### src/hw/rtl/pbf_pkg.sv
// Package of the sender block filter: field widths, codes and reset values.
// No dependencies; used by the interfaces, the top level and the checker.
package pbf_pkg;

   localparam int DefMaxEntries = 9;

   localparam int KindW   = 2;
   localparam int TagW    = 16;
   localparam int AddrW   = 8;
   localparam int ByteW   = 8;
   localparam int StatusW = 4;
   localparam int SizeW   = 4;
   localparam int CntW    = 16;

   localparam int CsrIdxW  = 3;
   localparam int CsrDataW = 16;

   typedef logic [KindW-1:0]    kind_type;
   typedef logic [StatusW-1:0]  status_type;
   typedef logic [CsrIdxW-1:0]  csr_idx_type;

   localparam kind_type KIND_PACKET = 2'd0;
   localparam kind_type KIND_ADD    = 2'd1;
   localparam kind_type KIND_REMOVE = 2'd2;

   localparam status_type ST_FOREIGN   = 4'd0;
   localparam status_type ST_DELIVERED = 4'd1;
   localparam status_type ST_OVERRIDE  = 4'd2;
   localparam status_type ST_BLOCKED   = 4'd3;
   localparam status_type ST_ADDED     = 4'd4;
   localparam status_type ST_DUPLICATE = 4'd5;
   localparam status_type ST_FULL      = 4'd6;
   localparam status_type ST_REMOVED   = 4'd7;
   localparam status_type ST_ABSENT    = 4'd8;

   localparam csr_idx_type CSR_OWN_ADDR   = 3'd0;
   localparam csr_idx_type CSR_NETWORK_ID = 3'd1;
   localparam csr_idx_type CSR_CMD_TYPE   = 3'd2;
   localparam csr_idx_type CSR_ACK_TYPE   = 3'd3;
   localparam csr_idx_type CSR_UNBLOCK    = 3'd4;

   localparam logic [ByteW-1:0] NET_ID_HIGH = 8'haf;
   localparam logic [ByteW-1:0] NET_ID_LOW  = 8'hfe;
   localparam logic [TagW-1:0]  NET_ID_RESET = {NET_ID_HIGH, NET_ID_LOW};

endpackage

### src/hw/rtl/pbf_if.sv
// Request and response channel interfaces of the sender block filter.
// Depends on pbf_pkg for field widths.
interface pbf_req_if import pbf_pkg::*; ();
   logic                valid;
   logic                ready;
   logic [KindW-1:0]    kind;
   logic [TagW-1:0]     net_tag;
   logic [AddrW-1:0]    node_addr;
   logic [AddrW-1:0]    dest_addr;
   logic [ByteW-1:0]    pkt_type;
   logic [ByteW-1:0]    first_payload;

   modport source (output valid, kind, net_tag, node_addr, dest_addr, pkt_type,
                   first_payload, input ready);
   modport sink   (input valid, kind, net_tag, node_addr, dest_addr, pkt_type,
                   first_payload, output ready);
endinterface

interface pbf_rsp_if import pbf_pkg::*; ();
   logic                valid;
   logic                ready;
   logic [StatusW-1:0]  status;
   logic                deliver;
   logic [SizeW-1:0]    list_size;
   logic [CntW-1:0]     received_total;

   modport source (output valid, status, deliver, list_size, received_total, input ready);
   modport sink   (input valid, status, deliver, list_size, received_total, output ready);
endinterface

### src/hw/rtl/packet_sender_block_filter.sv
// Sender block filter: one request in, one response out, list kept in a registered-read RAM.
// Depends on pbf_pkg and the channel interfaces in pbf_if.sv.
// A packet or add reads the list one entry at a time and stops on a match; a remove then
// shifts each later entry down with a read and a write. One request at a time: a new
// request is taken only after the previous response is loaded into the output register.
// Reset: synchronous; clears list size, packet counter, config to defaults, no RAM sweep.
module packet_sender_block_filter
   import pbf_pkg::*;
#(
   parameter int MAX_ENTRIES = DefMaxEntries
) (
   input  logic                 clock,
   input  logic                 reset,
   pbf_req_if.sink              req_ch,
   pbf_rsp_if.source            rsp_ch,
   input  logic                 csr_we,
   input  logic [CsrIdxW-1:0]   csr_index,
   input  logic [CsrDataW-1:0]  csr_wdata
);

   localparam int IDX_W = (MAX_ENTRIES > 1) ? $clog2(MAX_ENTRIES) : 1;
   localparam int CNT_W = $clog2(MAX_ENTRIES + 1);
   localparam logic [CNT_W-1:0] MAX_CNT = CNT_W'(MAX_ENTRIES);
   localparam logic [CNT_W-1:0] ONE_CNT = CNT_W'(1);

   typedef enum logic [2:0] {S_IDLE, S_SCAN, S_SHIFT, S_SHIFT_WR, S_DONE} state_type;

   state_type           state_ff;

   logic [AddrW-1:0]    own_addr_ff;
   logic [TagW-1:0]     net_id_ff;
   logic [ByteW-1:0]    cmd_type_ff;
   logic [ByteW-1:0]    ack_type_ff;
   logic [ByteW-1:0]    unblock_ff;

   logic [KindW-1:0]    kind_ff;
   logic [TagW-1:0]     tag_ff;
   logic [AddrW-1:0]    key_ff;
   logic [AddrW-1:0]    dest_ff;
   logic [ByteW-1:0]    ptype_ff;
   logic [ByteW-1:0]    pay0_ff;

   logic [CNT_W-1:0]    count_ff;
   logic [CntW-1:0]     pkt_cnt_ff;
   logic [CNT_W-1:0]    cmp_idx_ff;
   logic [CNT_W-1:0]    sh_idx_ff;
   status_type          res_status_ff;
   logic                res_deliver_ff;

   logic                rsp_valid_ff;
   status_type          rsp_status_ff;
   logic                rsp_deliver_ff;
   logic [SizeW-1:0]    rsp_size_ff;
   logic [CntW-1:0]     rsp_total_ff;

   logic [AddrW-1:0]    mem [MAX_ENTRIES];
   logic [AddrW-1:0]    mem_q_ff;
   logic [CNT_W-1:0]    rd_addr;
   logic                mem_we;
   logic [CNT_W-1:0]    mem_waddr;
   logic [AddrW-1:0]    mem_wdata;

   logic                req_fire;
   logic                scan_end;
   logic                found;
   logic                override_ok;
   logic                out_free;
   logic [CNT_W+SizeW-1:0] size_ext;

   assign req_fire    = req_ch.valid && req_ch.ready;
   assign req_ch.ready = (state_ff == S_IDLE);
   assign out_free    = !rsp_valid_ff || rsp_ch.ready;
   assign found       = (cmp_idx_ff < count_ff) && (mem_q_ff == key_ff);
   assign scan_end    = (cmp_idx_ff >= count_ff) || found;
   assign override_ok = (dest_ff == own_addr_ff) &&
                        ((ptype_ff == cmd_type_ff) || (ptype_ff == ack_type_ff)) &&
                        (pay0_ff == unblock_ff);
   assign size_ext    = {{SizeW{1'b0}}, count_ff};

   // RAM port control
   always_comb begin
      rd_addr   = '0;
      mem_we    = 1'b0;
      mem_waddr = count_ff;
      mem_wdata = key_ff;
      unique case (state_ff)
         S_SCAN: begin
            rd_addr = cmp_idx_ff + ONE_CNT;
            if (kind_ff == KIND_ADD && (cmp_idx_ff >= count_ff) && count_ff < MAX_CNT) begin
               mem_we = 1'b1;
            end
         end
         S_SHIFT: rd_addr = sh_idx_ff;
         S_SHIFT_WR: begin
            mem_we    = 1'b1;
            mem_waddr = sh_idx_ff - ONE_CNT;
            mem_wdata = mem_q_ff;
         end
         default: rd_addr = '0;
      endcase
   end

   always_ff @(posedge clock) begin
      if (mem_we) begin
         mem[mem_waddr[IDX_W-1:0]] <= mem_wdata;
      end
      if (rd_addr < MAX_CNT) begin
         mem_q_ff <= mem[rd_addr[IDX_W-1:0]];
      end
   end

   // configuration registers
   always_ff @(posedge clock) begin
      if (reset) begin
         own_addr_ff <= '0;
         net_id_ff   <= NET_ID_RESET;
         cmd_type_ff <= '0;
         ack_type_ff <= '0;
         unblock_ff  <= '0;
      end else if (csr_we) begin
         unique case (csr_index)
            CSR_OWN_ADDR:   own_addr_ff <= csr_wdata[AddrW-1:0];
            CSR_NETWORK_ID: net_id_ff   <= csr_wdata[TagW-1:0];
            CSR_CMD_TYPE:   cmd_type_ff <= csr_wdata[ByteW-1:0];
            CSR_ACK_TYPE:   ack_type_ff <= csr_wdata[ByteW-1:0];
            CSR_UNBLOCK:    unblock_ff  <= csr_wdata[ByteW-1:0];
            default: ;
         endcase
      end
   end

   // request sequencer and response register
   always_ff @(posedge clock) begin
      if (reset) begin
         state_ff     <= S_IDLE;
         count_ff     <= '0;
         pkt_cnt_ff   <= '0;
         rsp_valid_ff <= 1'b0;
      end else begin
         if (rsp_valid_ff && rsp_ch.ready && state_ff != S_DONE) begin
            rsp_valid_ff <= 1'b0;
         end
         unique case (state_ff)
            S_IDLE: begin
               if (req_fire) begin
                  kind_ff    <= req_ch.kind;
                  tag_ff     <= req_ch.net_tag;
                  key_ff     <= req_ch.node_addr;
                  dest_ff    <= req_ch.dest_addr;
                  ptype_ff   <= req_ch.pkt_type;
                  pay0_ff    <= req_ch.first_payload;
                  cmp_idx_ff <= '0;
                  state_ff   <= S_SCAN;
               end
            end
            S_SCAN: begin
               if (kind_ff == KIND_PACKET && tag_ff != net_id_ff) begin
                  res_status_ff  <= ST_FOREIGN;
                  res_deliver_ff <= 1'b0;
                  state_ff       <= S_DONE;
               end else if (kind_ff != KIND_PACKET && kind_ff != KIND_ADD &&
                            kind_ff != KIND_REMOVE) begin
                  res_status_ff  <= ST_FOREIGN;
                  res_deliver_ff <= 1'b0;
                  state_ff       <= S_DONE;
               end else if (!scan_end) begin
                  cmp_idx_ff <= cmp_idx_ff + ONE_CNT;
               end else begin
                  case (kind_ff)
                     KIND_PACKET: begin
                        state_ff   <= S_DONE;
                        pkt_cnt_ff <= pkt_cnt_ff + CntW'(1);
                        if (!found) begin
                           res_status_ff  <= ST_DELIVERED;
                           res_deliver_ff <= 1'b1;
                        end else if (override_ok) begin
                           res_status_ff  <= ST_OVERRIDE;
                           res_deliver_ff <= 1'b1;
                        end else begin
                           res_status_ff  <= ST_BLOCKED;
                           res_deliver_ff <= 1'b0;
                        end
                     end
                     KIND_ADD: begin
                        state_ff       <= S_DONE;
                        res_deliver_ff <= 1'b0;
                        if (found) begin
                           res_status_ff <= ST_DUPLICATE;
                        end else if (count_ff < MAX_CNT) begin
                           count_ff      <= count_ff + ONE_CNT;
                           res_status_ff <= ST_ADDED;
                        end else begin
                           res_status_ff <= ST_FULL;
                        end
                     end
                     default: begin
                        res_deliver_ff <= 1'b0;
                        if (found) begin
                           sh_idx_ff <= cmp_idx_ff + ONE_CNT;
                           state_ff  <= S_SHIFT;
                        end else begin
                           res_status_ff <= ST_ABSENT;
                           state_ff      <= S_DONE;
                        end
                     end
                  endcase
               end
            end
            S_SHIFT: begin
               if (sh_idx_ff < count_ff) begin
                  state_ff <= S_SHIFT_WR;
               end else begin
                  count_ff      <= count_ff - ONE_CNT;
                  res_status_ff <= ST_REMOVED;
                  state_ff      <= S_DONE;
               end
            end
            S_SHIFT_WR: begin
               sh_idx_ff <= sh_idx_ff + ONE_CNT;
               state_ff  <= S_SHIFT;
            end
            S_DONE: begin
               if (out_free) begin
                  rsp_valid_ff   <= 1'b1;
                  rsp_status_ff  <= res_status_ff;
                  rsp_deliver_ff <= res_deliver_ff;
                  rsp_size_ff    <= size_ext[SizeW-1:0];
                  rsp_total_ff   <= pkt_cnt_ff;
                  state_ff       <= S_IDLE;
               end
            end
            default: state_ff <= S_IDLE;
         endcase
      end
   end

   assign rsp_ch.valid          = rsp_valid_ff;
   assign rsp_ch.status         = rsp_status_ff;
   assign rsp_ch.deliver        = rsp_deliver_ff;
   assign rsp_ch.list_size      = rsp_size_ff;
   assign rsp_ch.received_total = rsp_total_ff;

endmodule

### src/flat_wrapper.sv
// flat-port wrapper written by rule: the top's interface ports become plain ports
module packet_sender_block_filter_flat import pbf_pkg::*;
#(
   parameter int MAX_ENTRIES = DefMaxEntries
)
  (clock, reset, csr_we, csr_index, csr_wdata, req_ch_valid, req_ch_kind, req_ch_net_tag, req_ch_node_addr, req_ch_dest_addr, req_ch_pkt_type, req_ch_first_payload, req_ch_ready, rsp_ch_valid, rsp_ch_status, rsp_ch_deliver, rsp_ch_list_size, rsp_ch_received_total, rsp_ch_ready);
  pbf_req_if req_ch_i ();
  pbf_rsp_if rsp_ch_i ();
  input  logic clock;
  input  logic reset;
  input  logic csr_we;
  input  logic [CsrIdxW-1:0] csr_index;
  input  logic [CsrDataW-1:0] csr_wdata;
  input wire logic [$bits(req_ch_i.valid)-1:0] req_ch_valid;
  input wire logic [$bits(req_ch_i.kind)-1:0] req_ch_kind;
  input wire logic [$bits(req_ch_i.net_tag)-1:0] req_ch_net_tag;
  input wire logic [$bits(req_ch_i.node_addr)-1:0] req_ch_node_addr;
  input wire logic [$bits(req_ch_i.dest_addr)-1:0] req_ch_dest_addr;
  input wire logic [$bits(req_ch_i.pkt_type)-1:0] req_ch_pkt_type;
  input wire logic [$bits(req_ch_i.first_payload)-1:0] req_ch_first_payload;
  output wire logic [$bits(req_ch_i.ready)-1:0] req_ch_ready;
  output wire logic [$bits(rsp_ch_i.valid)-1:0] rsp_ch_valid;
  output wire logic [$bits(rsp_ch_i.status)-1:0] rsp_ch_status;
  output wire logic [$bits(rsp_ch_i.deliver)-1:0] rsp_ch_deliver;
  output wire logic [$bits(rsp_ch_i.list_size)-1:0] rsp_ch_list_size;
  output wire logic [$bits(rsp_ch_i.received_total)-1:0] rsp_ch_received_total;
  input wire logic [$bits(rsp_ch_i.ready)-1:0] rsp_ch_ready;
  assign req_ch_i.valid = req_ch_valid;
  assign req_ch_i.kind = req_ch_kind;
  assign req_ch_i.net_tag = req_ch_net_tag;
  assign req_ch_i.node_addr = req_ch_node_addr;
  assign req_ch_i.dest_addr = req_ch_dest_addr;
  assign req_ch_i.pkt_type = req_ch_pkt_type;
  assign req_ch_i.first_payload = req_ch_first_payload;
  assign req_ch_ready = req_ch_i.ready;
  assign rsp_ch_valid = rsp_ch_i.valid;
  assign rsp_ch_status = rsp_ch_i.status;
  assign rsp_ch_deliver = rsp_ch_i.deliver;
  assign rsp_ch_list_size = rsp_ch_i.list_size;
  assign rsp_ch_received_total = rsp_ch_i.received_total;
  assign rsp_ch_i.ready = rsp_ch_ready;
  packet_sender_block_filter #(.MAX_ENTRIES(MAX_ENTRIES)) u_core (.clock(clock), .reset(reset), .req_ch(req_ch_i), .rsp_ch(rsp_ch_i), .csr_we(csr_we), .csr_index(csr_index), .csr_wdata(csr_wdata));
endmodule
### config.mk
export PLATFORM = sky130hd
export DESIGN_NAME = packet_sender_block_filter_flat
export DESIGN_NICKNAME = d
export VERILOG_FILES = /design/src/hw/rtl/pbf_pkg.sv /design/src/hw/rtl/pbf_if.sv /design/src/hw/rtl/packet_sender_block_filter.sv /design/src/flat_wrapper.sv
export SDC_FILE = /design/constraint.sdc
export NUM_CORES = 1
export LEC_CHECK = 0
export ABC_AREA = 1
export BUFFER_PORTS_ARGS = -buffer_cell sky130_fd_sc_hd__buf_2
export CORE_ASPECT_RATIO = 0.5
export CORE_UTILIZATION = 50
export CTS_BUF_LIST = sky130_fd_sc_hd__clkbuf_4
export DETAILED_ROUTE_END_ITERATION = 8
export PLACE_DENSITY = 0.76
export RECOVER_POWER = 50
export SYNTH_ARGS = -nofsm -noshare
export SYNTH_HDL_FRONTEND = slang
export SYNTH_SLANG_ARGS = --single-unit
export TNS_END_PERCENT = 50
### constraint.sdc
create_clock -name clock -period 5.56 [get_ports clock]
set_clock_uncertainty 0.2 [all_clocks]
set_input_delay 1.112 -clock clock [delete_from_list [all_inputs] [get_ports clock]]
set_output_delay 1.112 -clock clock [all_outputs]
set_load 0.005 [all_outputs]
Word level (Yosys, flattened, before mapping)
Memory sizes are Yosys's and may differ from the RTL's. A register that Yosys moved wholly into a read port is not among the register bits. Index checks and enable logic that the tools add are counted.

Input bits: 74. Word-level logic and storage cells: 162. RAM bits: 72. Output and inout bits: 27. Register bits: 160. Memories kept: 1.

Add/subtract/negate cells: 6. Bitwise operators: 3. Equal/unequal tests: 32. $lt $le $gt $ge: 5. Multiplexer cells: 53. Reductions and logical operators: 39.

Memories: u_core.mem (words 9, width 8, rd ports 1, clocked after Yosys merged registers in 1, write ports 1, RTL line packet_sender_block_filter.sv:56) `logic [AddrW-1:0] mem [MAX_ENTRIES];`.

Operator list (count): $mux W4 (24); $pmux W4 S2 (6); $eq A8 B8 Y1 (5); $mux W3 (8); $add A16 B1 Y16 const B (1); $ne A16 B16 Y1 (1); $ne A2 B2 Y1 const B (8); $pmux W3 S5 (1); $add A4 B1 Y4 const B (3); $eq A3 B2 Y1 const B (4); $ne A2 B1 Y1 const B (6); $reduce_and A3 Y1 (4); $logic_and A1 B1 Y1 (11); $mux W1 (11); $reduce_and A2 Y1 (5); $reduce_and A5 Y1 (2); $lt A4 B4 Y1 (2); $lt A4 B4 Y1 const B (2); $mux W8 (1); $reduce_and A8 Y1 (1); $reduce_bool A2 Y1 (4); $sub A4 B1 Y4 const B (2); $reduce_and A7 Y1 (1); $eq A3 B1 Y1 const B (2); 16 further kinds (23).

Depth between registers and ports, before layout
Depth in word-level cells: 11. Mapped depth: 14. Gate-level depth less buffers: 14.

Worst setup path before layout
No wires, ideal clock.

Path kind: input -> register. Start: in reset. End: reg u_core.dest_ff[0], enable pin. Library setup time: 458 ps. Buffers on the path: 2. Path slack: 1294 ps. Arrival time: 3609 ps. Stages on the path: 3. Data required time: 4902 ps. Cell sequence: clkbuf_1 -> clkbuf_1 -> nor2_1.

Cells in the longest elaborated chain, start to end: 2.

RTL lines: from (decl) (RTL line flat_wrapper.sv:10) `input logic reset;`; $not A1 Y1 (no source line); $reduce_and A3 Y1 (no source line); to (signal assigned) (RTL line packet_sender_block_filter.sv:149) `dest_ff <= req_ch.dest_addr;`; to (decl) (RTL line packet_sender_block_filter.sv:39) `logic [AddrW-1:0] dest_ff;`.

No other way between the ends. A chain may end at the register's enable or synchronous reset.

Worst setup path after layout
Start: in reset. End: reg u_core.cmp_idx_ff[2], enable pin.

Cells in the longest elaborated chain, start to end: 2.

RTL lines: $not A1 Y1 (no source line); $reduce_and A6 Y1 (no source line); to (signal assigned) (RTL line packet_sender_block_filter.sv:167) `cmp_idx_ff <= cmp_idx_ff + ONE_CNT;`; to (decl) (RTL line packet_sender_block_filter.sv:45) `logic [CNT_W-1:0] cmp_idx_ff;`.

No other way between the ends.

==> metrics.txt <==
pre-CTS setup slack 2.265 ns; Worst Reg-to-Reg Cells 9; Root Buffer clkbuf_4; Max Root-Sink Buffers 3; CTS H-tree depth 2; GPL Wtd Cong 0.8884; Die Span X 207.6 um; IO Pins 101; Final #Nets 1323; met3 usage 4.689%; Die Height 104.8 um; grt met2 use 36.82%; Seq/Total Area, Yosys 61.37%; crit-path max cell delay 1.68 ns; peak supply drop 184.8 uV; P_leak 4.992 nW; Slowest-stage cell, CP clkbuf_1; number of distinct library cells after synthesis 36; Final min period 4.031 ns; final core utilization 58.44%; Critical Path RT 5.63 ns; failing checks max-capacitance violations, max-slew violations; post-CTS setup buffer count 0; Site Rows 37; M1 GR Usage 28.45%; CP Class primary input to flop; Total Neg Setup Slack 0 ns; Floorplan Core Area 0.02065 sq mm; mapped cell area 0.01057 sq mm; PwrDens 326.3 mW/mm^2; DR iter-0 viols 611; Vias/cell 5.076; Critical Path AT 4.10 ns; cell family with most CP delay buffers and inverters; drt first pass iters 5; crit-path max FO 61; Final Routed Wirelength 23.43 mm; Crit path top cell by count clkbuf_1; total gr overflow 0; Yosys reg bits 240; Hold Fails Final Rpt 0; largest net degree at the start of global routing 62; Synth Instances 1092; worst path bufs/invs 3; Routed Antenna Nets 0; Inst Count DP 1452; GRT Total Usage 21.78%; Starting Density 51.19%; PostCTS Resize Cnt 0; Max-Cap Viols 1; run status finished with violations; Mean Syn Cell Area 9.678 sq um; wire per inst 15.08 um; clock latency on the worst-skew pair 0.68 ns; drt drc 0; crit start category primary input; WHS 0.2207 ns; Post-DP HPWL 16.10 mm; share of cells above drive strength 1 16.17%; Clock Pin Slew Worst Setup and Hold Paths 0.07 ns; WP depth 5; Worst-Margin Slew 2.361 ns; CTS tree done; RSZ-0062 raised after global routing false; P&R area growth vs syn 14.16%; setup ws final 1.529 ns; crit end category flop; port bufs 100; Max-slew headroom -57.43%; period utilisation layout 72.51%; hold buffers post-CTS 0; final setup vio count 0; Min-Delay Path Class flop to flop; final non-filler cell total 1553; diode count 0; crit path cell chain clkbuf_1, clkinv_1, clkbuf_1, nand3_1, nor3_1; first-pass GRT wire length 37.54 mm; clock buffer count from CTS 54; clock tree sinks 240; Max Fclk 248.1 MHz; Die Area 0.02176 sq mm; synth warn 0; max-slew violation count 62; Mapped Nets 1180; hold path cells 0; vias in the first global route 7600; GRT Max-Usage Layer met2; initial antenna violation count 0; via count 7883
[cell families after synthesis]
group	share of synthesized area, %
compound gates	9.151
fa+ha+maj	1.728
simple gates	18.43
buf+inv	6.665
xor+xnor	2.652
flops	61.37
[Yosys cell counts (all sizes together)]
library cell	number	area [sq um]
nand2	227	862.1
edfxtp	168	5045
inv	154	580.6
nor2	125	491.7
o21ai	78	394.1
dfxtp	72	1441
nand3	57	297.8
a21oi	49	249.0
o211ai	35	262.8
nand4	19	118.9
nor3	17	96.35
xnor2	16	140.1
xor2	16	140.1
clkbuf	15	56.30
ha	13	162.7
or2	13	81.33
buf	9	60.06
clkinv	2	7.510
o22ai	2	32.53
o31ai	2	15.01
a31oi	1	6.260
fa	1	20.02
o21bai	1	7.510
[registers in the layout, indices dropped and copies added, names as in the netlist, 3 cells and up]
register                      count
u_core.cmp_idx_ff                 4
u_core.res_status_ff              4
u_core.cmd_type_ff                8
u_core.key_ff                     8
u_core.rsp_ch.list_size           4
u_core.ptype_ff                   8
u_core.pkt_cnt_ff                16
u_core.rsp_ch.received_total     16
u_core.mem_q_ff                   8
u_core.dest_ff                    8
u_core.tag_ff                    16
u_core.rsp_ch.status              4
u_core.state_ff                   3
u_core.sh_idx_ff                  4
u_core.own_addr_ff                8
u_core.count_ff                   4
u_core.pay0_ff                    8
u_core.ack_type_ff                8
u_core.unblock_ff                 8
u_core.net_id_ff                 16
u_core.mem                       72
[area by class of cell]
class	count	area (sq um)
Tap cell	273	341.6
Inverter	156	586.8
Multi-Input combinational cell	672	3342
Sequential cell	240	6486
Timing Repair Buffer	111	545.5
Fill cell	1743	8582
Clock buffer	80	600.6
Clock inverter	21	162.7
[stage by stage]
step / area (sq um) / power [W]
3_3_place_gp: 11390 / 0.002462
3_5_place_dp: 11390 / 0.002476
6_report: 12070 / 0.003937
2_1_floorplan: 10570 / 0.002335
5_1_grt: 12070 / 0.004116
4_1_cts: 12160 / 0.003977
[per-layer routing]
| metal | routed length (um) | share of wire [%] |
|---|---|---|
| met5 | 0 | 0 |
| met4 | 328 | 1.4 |
| met3 | 1311 | 5.6 |
| met2 | 11380 | 49 |
| met1 | 10400 | 44 |
[final timing paths]
| kind | startpoint | to | slack, ns |
|---|---|---|---|
| worst max-delay path | reset | u_core.cmp_idx_ff[2] | 1.53 |
| worst min-delay path | u_core.res_status_ff[2] | u_core.rsp_ch.status[2] | 0.22 |
| worst max register to register | u_core.state_ff[2] | u_core.mem[0][6] | 1.66 |
| worst min register to register | u_core.res_status_ff[2] | u_core.rsp_ch.status[2] | 0.22 |
[power by group]
part	switching, W	internal, W
Sequential	0.0000522	0.00200
Combinational	0.000256	0.000126
Clock	0.000701	0.000803
Total	0.00101	0.00293
[cell usage in the layout, fill, tap and decap left out, types with 2 or more instances in the layout]
master     Yosys  layout
buf_2          6      94
inv_2          4       2
clkinv_2       0       4
ha_1          13      13
o31ai_1        2       2
nand4_1       19      19
o21ai_0       75      75
xor2_1        16      16
inv_1        149     151
buf_4          1       3
clkbuf_4       0      80
dfxtp_1       72      72
nand2_1      223     225
o211ai_1      35      35
edfxtp_1     168     168
clkbuf_1      15      14
or2_1          2       2
a21oi_1       48      48
xnor2_1       16      16
nand3_1       56      57
bufinv_16      0       3
nor3_1        16      16
o21ai_1        2       2
or2_2         11      11
nor2_1       122     123
clkinv_1       2      16
nand2_2        4       2
Note: power is estimated with default switching activity, not from simulation.
